`config.mk`:
```
export PLATFORM = sky130hd
export DESIGN_NAME = scaled_rms_error_norm_core
export DESIGN_NICKNAME = d
export VERILOG_FILES = /design/src/sv/srmsn_pkg.sv /design/src/sv/srmsn_mul.sv /design/src/sv/srmsn_shift_sub.sv /design/src/sv/scaled_rms_error_norm_core.sv
export VERILOG_INCLUDE_DIRS = /design/src /design/src/sv
export SDC_FILE = /design/constraint.sdc
export NUM_CORES = 2
export LEC_CHECK = 0
export BUFFER_PORTS_ARGS = -buffer_cell sky130_fd_sc_hd__buf_2
export CAP_MARGIN = 10
export CORE_MARGIN = 2
export CORE_UTILIZATION = 33
export CTS_CLUSTER_DIAMETER = 40
export DETAILED_ROUTE_END_ITERATION = 6
export RECOVER_POWER = 50
export SYNTH_ARGS = -nofsm -noshare
export SYNTH_HDL_FRONTEND = slang
export SYNTH_SLANG_ARGS = --single-unit
```
`constraint.sdc`:
```
create_clock -name clk -period 19.3 [get_ports clk]
set_clock_uncertainty 0.05 [all_clocks]
set_input_delay 3.86 -clock clk [delete_from_list [all_inputs] [get_ports clk]]
set_output_delay 3.86 -clock clk [all_outputs]
set_load 0.03 [all_outputs]
```
`src/sv/assert_macros.svh`:
```
// ----------------------------------------------------------------------------
// Assertion macros
// Shared property shorthands for the RTL. They expect clk and rst_n in scope.
// ----------------------------------------------------------------------------
`ifndef ASSERT_MACROS_SVH
`define ASSERT_MACROS_SVH

// Same-cycle implication, checked while out of reset.
`define ASSERT_IMP(lbl, ante, cons, msg) \
    lbl: assert property (@(posedge clk) disable iff (!rst_n) (ante) |-> (cons)) \
        else $error(msg);

// Next-cycle implication, checked while out of reset.
`define ASSERT_NEXT(lbl, ante, cons, msg) \
    lbl: assert property (@(posedge clk) disable iff (!rst_n) (ante) |=> (cons)) \
        else $error(msg);

`endif

```
`src/sv/srmsn_pkg.sv`:
```
// ----------------------------------------------------------------------------
// srmsn_pkg
// Types and constants shared by the scaled RMS error norm block.
// ----------------------------------------------------------------------------
package srmsn_pkg;

    localparam int DATA_W            = 32;
    localparam int ACC_W             = 64;
    localparam int MAX_EQUATIONS_DEF = 256;

    // Configuration register indexes.
    localparam int CFG_INDEX_W = 1;
    localparam logic [CFG_INDEX_W-1:0] REG_ABS_TOL = 1'b0;
    localparam logic [CFG_INDEX_W-1:0] REG_REL_TOL = 1'b1;

    localparam logic [DATA_W-1:0] ABS_TOL_RESET = 32'd429;
    localparam logic [DATA_W-1:0] REL_TOL_RESET = 32'd4295;

    // Shift-subtract unit step counts.
    localparam int STEP_CNT_W  = 6;
    localparam int RATIO_STEPS = 32;
    localparam int MEAN_STEPS  = 64;
    localparam int SQRT_STEPS  = 32;

    typedef enum logic [1:0] {
        OP_RATIO,
        OP_MEAN,
        OP_SQRT
    } unit_op_t;

    typedef struct packed {
        logic signed [DATA_W-1:0] old_value;
        logic signed [DATA_W-1:0] new_value;
        logic signed [DATA_W-1:0] error_estimate;
        logic                     is_last;
    } item_t;

    typedef struct packed {
        logic [DATA_W-1:0] error_norm;
        logic              saturated;
    } result_t;

    typedef struct packed {
        logic             load;
        unit_op_t         op;
        logic [ACC_W-1:0] rem_init;
        logic [ACC_W-1:0] acc_init;
        logic [ACC_W-1:0] divisor;
    } unit_cmd_t;

    typedef struct packed {
        logic             done;
        logic [ACC_W-1:0] quotient;
    } unit_status_t;

endpackage

```
`src/sv/srmsn_mul.sv`:
```
// ----------------------------------------------------------------------------
// srmsn_mul
// Shared 32 x 32 unsigned multiplier with a registered product.
// ----------------------------------------------------------------------------
module srmsn_mul
(
    input  logic                                 clk,
    input  logic [srmsn_pkg::DATA_W-1:0]         a,
    input  logic [srmsn_pkg::DATA_W-1:0]         b,
    output logic [srmsn_pkg::ACC_W-1:0]          product
);

    logic [srmsn_pkg::ACC_W-1:0] product_reg;

    always_ff @(posedge clk)
    begin
        product_reg <= srmsn_pkg::ACC_W'(a) * srmsn_pkg::ACC_W'(b);
    end

    assign product = product_reg;

endmodule

```
`src/sv/srmsn_shift_sub.sv`:
```
// ----------------------------------------------------------------------------
// srmsn_shift_sub
// Iterative shift-subtract unit: restoring division one quotient bit per
// cycle, or integer square root one root bit per cycle.
// ----------------------------------------------------------------------------
module srmsn_shift_sub
(
    input  logic                     clk,
    input  logic                     rst_n,
    input  srmsn_pkg::unit_cmd_t     cmd,
    output srmsn_pkg::unit_status_t  status
);

    logic [srmsn_pkg::ACC_W-1:0]      rem_reg;
    logic [srmsn_pkg::ACC_W-1:0]      acc_reg;
    logic [srmsn_pkg::ACC_W-1:0]      q_reg;
    logic [srmsn_pkg::ACC_W-1:0]      div_reg;
    srmsn_pkg::unit_op_t              op_reg;
    logic [srmsn_pkg::STEP_CNT_W-1:0] cnt_reg;
    logic                             busy_reg;
    logic                             done_reg;

    logic [srmsn_pkg::ACC_W:0]        partial;
    logic [srmsn_pkg::ACC_W:0]        trial;
    logic [srmsn_pkg::ACC_W:0]        diff;
    logic [srmsn_pkg::ACC_W-1:0]      acc_shift;
    logic                             ge;
    logic [srmsn_pkg::STEP_CNT_W-1:0] load_cnt;

    // The square root brings down two bits per step and tries 4 * root + 1.
    always_comb
    begin
        case (op_reg)
            srmsn_pkg::OP_SQRT:
            begin
                partial   = {rem_reg[srmsn_pkg::ACC_W-2:0], acc_reg[srmsn_pkg::ACC_W-1 -: 2]};
                trial     = {q_reg[srmsn_pkg::ACC_W-2:0], 2'b01};
                acc_shift = {acc_reg[srmsn_pkg::ACC_W-3:0], 2'b00};
            end
            default:
            begin
                partial   = {rem_reg, acc_reg[srmsn_pkg::ACC_W-1]};
                trial     = {1'b0, div_reg};
                acc_shift = {acc_reg[srmsn_pkg::ACC_W-2:0], 1'b0};
            end
        endcase
        ge   = (partial >= trial);
        diff = partial - trial;
    end

    always_comb
    begin
        case (cmd.op)
            srmsn_pkg::OP_RATIO: load_cnt = srmsn_pkg::STEP_CNT_W'(srmsn_pkg::RATIO_STEPS - 1);
            srmsn_pkg::OP_MEAN:  load_cnt = srmsn_pkg::STEP_CNT_W'(srmsn_pkg::MEAN_STEPS - 1);
            srmsn_pkg::OP_SQRT:  load_cnt = srmsn_pkg::STEP_CNT_W'(srmsn_pkg::SQRT_STEPS - 1);
            default:             load_cnt = '0;
        endcase
    end

    always_ff @(posedge clk or negedge rst_n)
    begin
        if (!rst_n)
        begin
            busy_reg <= 1'b0;
            done_reg <= 1'b0;
            cnt_reg  <= '0;
            op_reg   <= srmsn_pkg::OP_RATIO;
        end
        else
        begin
            done_reg <= 1'b0;
            if (cmd.load)
            begin
                busy_reg <= 1'b1;
                cnt_reg  <= load_cnt;
                op_reg   <= cmd.op;
            end
            else if (busy_reg)
            begin
                if (cnt_reg == '0)
                begin
                    busy_reg <= 1'b0;
                    done_reg <= 1'b1;
                end
                else
                begin
                    cnt_reg <= cnt_reg - 1'b1;
                end
            end
        end
    end

    always_ff @(posedge clk)
    begin
        if (cmd.load)
        begin
            rem_reg <= cmd.rem_init;
            acc_reg <= cmd.acc_init;
            div_reg <= cmd.divisor;
            q_reg   <= '0;
        end
        else if (busy_reg)
        begin
            rem_reg <= ge ? diff[srmsn_pkg::ACC_W-1:0] : partial[srmsn_pkg::ACC_W-1:0];
            acc_reg <= acc_shift;
            q_reg   <= {q_reg[srmsn_pkg::ACC_W-2:0], ge};
        end
    end

    assign status.done     = done_reg;
    assign status.quotient = q_reg;

endmodule

```
`src/sv/scaled_rms_error_norm_core.sv`:
```
// ----------------------------------------------------------------------------
// scaled_rms_error_norm_core
// RMS norm of tolerance-scaled errors over a vector of equations.
// A request is taken when start is high and busy is low. Each request holds one
// equation's old value, new value and error estimate; the one marked is_last
// closes the vector. Only that request yields a result, shown for exactly one
// cycle with result_valid high; the receiver cannot stall it. A plain request
// keeps busy high for multiply, scale check, 32-step divide, square and add;
// one whose ratio saturates skips the divide. A request that arrives with the
// vector already at capacity and is not last leaves busy low. A last request
// adds a mean load, a 64-step mean division and a 32-step square root, and
// result_valid rises in the same cycle that busy falls. All of it runs on one
// shift-subtract unit and one multiplier. Tolerances are written on the cfg
// channel, which is always ready; write them only while busy is low. Reset
// restores the default tolerances and clears the running sum, count and
// saturation flag; no clearing pass follows.
// ----------------------------------------------------------------------------
`include "assert_macros.svh"

module scaled_rms_error_norm_core
#(
    parameter int MAX_EQUATIONS = srmsn_pkg::MAX_EQUATIONS_DEF
)
(
    input  logic                              clk,
    input  logic                              rst_n,
    input  logic                              start,
    output logic                              busy,
    input  srmsn_pkg::item_t                  item,
    output logic                              result_valid,
    output srmsn_pkg::result_t                result,
    input  logic                              cfg_valid,
    output logic                              cfg_ready,
    input  logic [srmsn_pkg::CFG_INDEX_W-1:0] cfg_index,
    input  logic [srmsn_pkg::DATA_W-1:0]      cfg_data
);

    localparam int COUNT_W = $clog2(MAX_EQUATIONS + 1);
    localparam int DW      = srmsn_pkg::DATA_W;
    localparam int AW      = srmsn_pkg::ACC_W;

    typedef enum logic [3:0] {
        ST_IDLE,
        ST_SCALE_MUL,
        ST_SCALE,
        ST_DIV,
        ST_SQUARE,
        ST_ACCUM,
        ST_MEAN_LOAD,
        ST_MEAN,
        ST_SQRT
    } state_t;

    state_t                  state_reg;
    logic [DW-1:0]           abs_tol_reg;
    logic [DW-1:0]           rel_tol_reg;
    logic [AW-1:0]           sum_reg;
    logic [COUNT_W-1:0]      count_reg;
    logic                    sat_seen_reg;
    logic [DW-1:0]           m_max_reg;
    logic [DW-1:0]           m_err_reg;
    logic                    last_reg;
    logic [DW-1:0]           ratio_reg;
    logic                    result_valid_reg;
    srmsn_pkg::result_t      result_reg;

    logic [DW-1:0]           m_old;
    logic [DW-1:0]           m_new;
    logic [DW-1:0]           m_err;
    logic                    accept;
    logic                    full;
    logic [DW-1:0]           mul_a;
    logic [DW-1:0]           mul_b;
    logic [AW-1:0]           product;
    logic [AW-1:0]           scale;
    logic [AW-1:0]           err_shifted;
    logic                    ratio_sat;
    logic [AW:0]             sum_ext;
    logic [AW-1:0]           divisor_n;
    srmsn_pkg::unit_cmd_t    unit_cmd;
    srmsn_pkg::unit_status_t unit_status;

    // Two's complement magnitude; the most negative value maps to 2^31 exactly.
    assign m_old = item.old_value[DW-1] ? (~item.old_value + 1'b1) : item.old_value;
    assign m_new = item.new_value[DW-1] ? (~item.new_value + 1'b1) : item.new_value;
    assign m_err = item.error_estimate[DW-1] ?
                   (~item.error_estimate + 1'b1) : item.error_estimate;

    assign busy   = (state_reg != ST_IDLE);
    assign accept = start && !busy;
    assign full   = (count_reg >= COUNT_W'(MAX_EQUATIONS));

    assign mul_a = (state_reg == ST_SQUARE) ? ratio_reg : rel_tol_reg;
    assign mul_b = (state_reg == ST_SQUARE) ? ratio_reg : m_max_reg;

    // Scale is Q32.32; the error is lifted to the same point before dividing.
    assign scale       = {16'h0, abs_tol_reg, 16'h0} + product;
    assign err_shifted = {16'h0, m_err_reg, 16'h0};
    assign ratio_sat   = (scale == '0) || (err_shifted >= scale);
    assign sum_ext     = {1'b0, sum_reg} + {1'b0, product};
    assign divisor_n   = (count_reg == '0) ? AW'(1) : AW'(count_reg);

    srmsn_mul u_mul
    (
        .clk     (clk),
        .a       (mul_a),
        .b       (mul_b),
        .product (product)
    );

    always_comb
    begin
        unit_cmd = '0;
        case (state_reg)
            ST_SCALE:
            begin
                unit_cmd.load     = !ratio_sat;
                unit_cmd.op       = srmsn_pkg::OP_RATIO;
                unit_cmd.rem_init = err_shifted;
                unit_cmd.acc_init = '0;
                unit_cmd.divisor  = scale;
            end
            ST_MEAN_LOAD:
            begin
                unit_cmd.load     = 1'b1;
                unit_cmd.op       = srmsn_pkg::OP_MEAN;
                unit_cmd.rem_init = '0;
                unit_cmd.acc_init = sum_reg;
                unit_cmd.divisor  = divisor_n;
            end
            ST_MEAN:
            begin
                unit_cmd.load     = unit_status.done;
                unit_cmd.op       = srmsn_pkg::OP_SQRT;
                unit_cmd.rem_init = '0;
                unit_cmd.acc_init = unit_status.quotient;
                unit_cmd.divisor  = '0;
            end
            default:
            begin
                unit_cmd = '0;
            end
        endcase
    end

    srmsn_shift_sub u_shift_sub
    (
        .clk    (clk),
        .rst_n  (rst_n),
        .cmd    (unit_cmd),
        .status (unit_status)
    );

    assign cfg_ready = 1'b1;

    always_ff @(posedge clk or negedge rst_n)
    begin
        if (!rst_n)
        begin
            abs_tol_reg <= srmsn_pkg::ABS_TOL_RESET;
            rel_tol_reg <= srmsn_pkg::REL_TOL_RESET;
        end
        else if (cfg_valid && cfg_ready)
        begin
            case (cfg_index)
                srmsn_pkg::REG_ABS_TOL: abs_tol_reg <= cfg_data;
                srmsn_pkg::REG_REL_TOL: rel_tol_reg <= cfg_data;
                default:
                begin
                end
            endcase
        end
    end

    always_ff @(posedge clk or negedge rst_n)
    begin
        if (!rst_n)
        begin
            state_reg        <= ST_IDLE;
            sum_reg          <= '0;
            count_reg        <= '0;
            sat_seen_reg     <= 1'b0;
            m_max_reg        <= '0;
            m_err_reg        <= '0;
            last_reg         <= 1'b0;
            ratio_reg        <= '0;
            result_valid_reg <= 1'b0;
            result_reg       <= '0;
        end
        else
        begin
            result_valid_reg <= 1'b0;
            case (state_reg)
                ST_IDLE:
                begin
                    if (accept)
                    begin
                        m_max_reg <= (m_old > m_new) ? m_old : m_new;
                        m_err_reg <= m_err;
                        last_reg  <= item.is_last;
                        if (full)
                        begin
                            // Beyond capacity the equation is dropped but flagged.
                            sat_seen_reg <= 1'b1;
                            if (item.is_last)
                            begin
                                state_reg <= ST_MEAN_LOAD;
                            end
                        end
                        else
                        begin
                            state_reg <= ST_SCALE_MUL;
                        end
                    end
                end
                ST_SCALE_MUL:
                begin
                    state_reg <= ST_SCALE;
                end
                ST_SCALE:
                begin
                    if (ratio_sat)
                    begin
                        ratio_reg    <= '1;
                        sat_seen_reg <= 1'b1;
                        state_reg    <= ST_SQUARE;
                    end
                    else
                    begin
                        state_reg <= ST_DIV;
                    end
                end
                ST_DIV:
                begin
                    if (unit_status.done)
                    begin
                        ratio_reg <= unit_status.quotient[DW-1:0];
                        state_reg <= ST_SQUARE;
                    end
                end
                ST_SQUARE:
                begin
                    state_reg <= ST_ACCUM;
                end
                ST_ACCUM:
                begin
                    if (sum_ext[AW])
                    begin
                        sum_reg      <= '1;
                        sat_seen_reg <= 1'b1;
                    end
                    else
                    begin
                        sum_reg <= sum_ext[AW-1:0];
                    end
                    count_reg <= count_reg + 1'b1;
                    state_reg <= last_reg ? ST_MEAN_LOAD : ST_IDLE;
                end
                ST_MEAN_LOAD:
                begin
                    state_reg <= ST_MEAN;
                end
                ST_MEAN:
                begin
                    if (unit_status.done)
                    begin
                        state_reg <= ST_SQRT;
                    end
                end
                ST_SQRT:
                begin
                    if (unit_status.done)
                    begin
                        result_reg.error_norm <= unit_status.quotient[DW-1:0];
                        result_reg.saturated  <= sat_seen_reg;
                        result_valid_reg      <= 1'b1;
                        sum_reg               <= '0;
                        count_reg             <= '0;
                        sat_seen_reg          <= 1'b0;
                        state_reg             <= ST_IDLE;
                    end
                end
                default:
                begin
                    state_reg <= ST_IDLE;
                end
            endcase
        end
    end

    assign result_valid = result_valid_reg;
    assign result       = result_reg;

    `ASSERT_IMP(a_result_idle, result_valid, !busy, "result shown while busy")
    `ASSERT_NEXT(a_result_strobe, result_valid, !result_valid, "result held past one cycle")
    `ASSERT_NEXT(a_last_goes_busy, start && !busy && item.is_last, busy, "last request lost")
    `ASSERT_IMP(a_count_bound, 1'b1, count_reg <= COUNT_W'(MAX_EQUATIONS), "item count beyond capacity")

endmodule
```
==> results.md <==
- Status: finished with violations
- Failing checks: DRC, capacitance limit, slew limit
- Max_slew headroom: -270%
- Post-CTS sizing: 0
- Final Hold Fails: 0
- CTS tree: built
- Tightest Hold Check Type: reg2reg
- Worst Path Required: about 19 ns
- Port Buffers: between 150 and 200
- Post-Route Setup TNS: 0 ns
- Total track usage: between 20% and 30%
- Via count: ~60000
- Ys flop type: dfrtp_1
- Fin. max-slew vios: 810
- Endpoint class of the critical path: asynchronous set/reset pin
- Routed WL per cell: between 20 and 25 µm
- DIE WIDTH: 468 µm
- Layout cell share with drive strength beyond 1: a little under 8%
- CTS Buffer Depth: 3
- Initial Utilization: between 30% and 40%
- Post-synth EDFFs: about 190
- Clk slew on worst S/H paths: roughly 0.060 ns
- Worst path arrival time: around 14 ns
- Routed Antenna Nets: 0
- Gpl congestion: 0.993
- Cts bufs inserted: around 100
- Die H: about 470 µm
- # clock sinks: 603
- Startpoint Class: input pin
- DRT iter0 DRCs: 5934
- Vias per inst: about 5.5
- Synthesized area per cell: a little under 9 µm²
- Die area: roughly 220000 µm²
- Antenna violations before repair: 27
- RSZ-0062 raised after global routing: false
- Final cell count without fillers: between 10000 and 15000
- Post-Syn Nets: 9509
- Dpl cells: around 11000
- Most common cell after layout, fill and taps aside: nand2_1
- Pre-Repair DR Iteration Count: 7
- Largest net degree at the start of global routing: 95
- DPL Wire Length: 209000 µm
- FMAX: slightly above 70 MHz
- Layout net count: approximately 9500
- # Max-Cap Violations: 16
- CTS H-tree lvls: 3
- Mapped Cells: approximately 8000
- Kind of critical path: in2async
- Final min period: between 10 and 15 ns
- First-pass GRT wire length: 396000 µm
- Final core utilization: 36.8%
- Mapped cell area: slightly above 70000 µm²
- Crit-path max FO: approximately 90
- Total gr overflow: 0
- Hold_buf cts: 0
- Post-synthesis sequential area ratio: ~22%
- Setup violators final: 0
- Async SR Flop Fraction: about 47%
- Worst-Margin Slew: about 5.6 ns
- Most frequent cells in the layout: nand2_1, inv_1, nor2_1
- Num rows: 170
- Ratio of final minimum period to clock period: 72.6%
- Vias in the first global route: roughly 60000
- CTS Root Cell: clkbuf_16
- Yosys cell types: roughly 90
- Postcts setup bufs: 0
- CORE AREA: between 200000 and 250000 µm²
- Clock latency on the worst-skew pair: about 0.74 ns
- I/O Pins: between 150 and 200
- Synth-to-Final Area Change: 11.0%
- Yosys warnings: 0
- Final WL: about 270000 µm
- #FFs+latches synth: 603
- DRC: 1
cell families (layout without fill, tap and decap cells):
family / count (synthesis) / in the layout / share of synthesized area (%)
AND/OR/NAND/NOR: 2585 / 2585 / 15.4
adder cells (fa/ha/maj): 1394 / 1394 / 34.1
buffers and inverters: 1377 / 1460 / 7.40
AO/OA/AOI/OAI: 1371 / 1371 / 12.7
flip-flops: 603 / 603 / 21.7
multiplexers: 327 / 327 / 4.73
XOR/XNOR: 323 / 323 / 3.99
other: 1 / 26 / 0.00528
Yosys cell counts (65+ instances only):
| library cell | instances | area share [%] |
|---|---|---|
| mux2i_1 | 262 | 3.7 |
| xor2_1 | 167 | 2.1 |
| nand2_1 | 1160 | 6.1 |
| ha_1 | 495 | 8.7 |
| and2_1 | 110 | 0.97 |
| nor2_1 | 920 | 4.9 |
| dfxtp_1 | 128 | 3.6 |
| dfrtp_1 | 271 | 9.6 |
| o21ai_0 | 220 | 1.6 |
| a21o_1 | 143 | 1.5 |
| edfxtp_1 | 192 | 8.1 |
| fa_1 | 899 | 25 |
| a21oi_1 | 407 | 2.9 |
| clkbuf_1 | 361 | 1.9 |
| xnor2_1 | 156 | 1.9 |
| inv_1 | 955 | 5.0 |
| mux2_2 | 65 | 1.0 |
| a221oi_1 | 67 | 0.83 |
metal layers:
layer | track usage, % | wire, µm | vias up
met2 | 37.7 | 119000 | 2910
li1 | - | - | 26390
met3 | 4.90 | 23200 | 618
met4 | 11.9 | 15200 | 6
met5 | 0 | 38 | -
met1 | 31.9 | 110000 | 30020
cell type report:
type	instances	area (µm²)
well taps	2838	3550
multi-input cells	6001	50700
diodes	25	62.6
clock buffers	116	2670
flip-flops and latches	603	15400
repair buffers	317	1870
clock inverters	70	965
inverters	957	3600
fillers	21683	135000
worst max-delay path, cell delays in order:
cell and delay, ns:
clkbuf_1 3.74, clkbuf_1 2.77, clkbuf_1 3.13
per-stage QoR:
step           cell area, µm²  hold slack [ns]  setup WS (ns)
6_report                78800            0.424           5.29
5_1_grt                 78800            0.459           3.23
4_1_cts                 78900            0.425           7.26
3_5_place_dp            75300            0.411           7.35
3_3_place_gp            75300            0.407           7.45
2_1_floorplan           71000            0.389          10.14
final timing paths:
| check | slack [ns] | to | from | cells past startpoint |
|---|---|---|---|---|
| max | 5.29 | rel_tol_reg[18] | rst_n | 3 |
| min | 0.42 | result[32] | result[32] | 2 |
| max reg2reg | 6.33 | u_mul.product[63] | state_reg[2] | 31 |
| min reg2reg | 0.42 | result[32] | result[32] | 2 |
| max in group clk | 6.33 | u_mul.product[63] | state_reg[2] | 31 |
| min in group asynchronous | 5.08 | sum_reg[55] | rst_n | 1 |
Power is not shown: default switching activity piles up to over one toggle a cycle in this logic, so the estimate is an artifact.
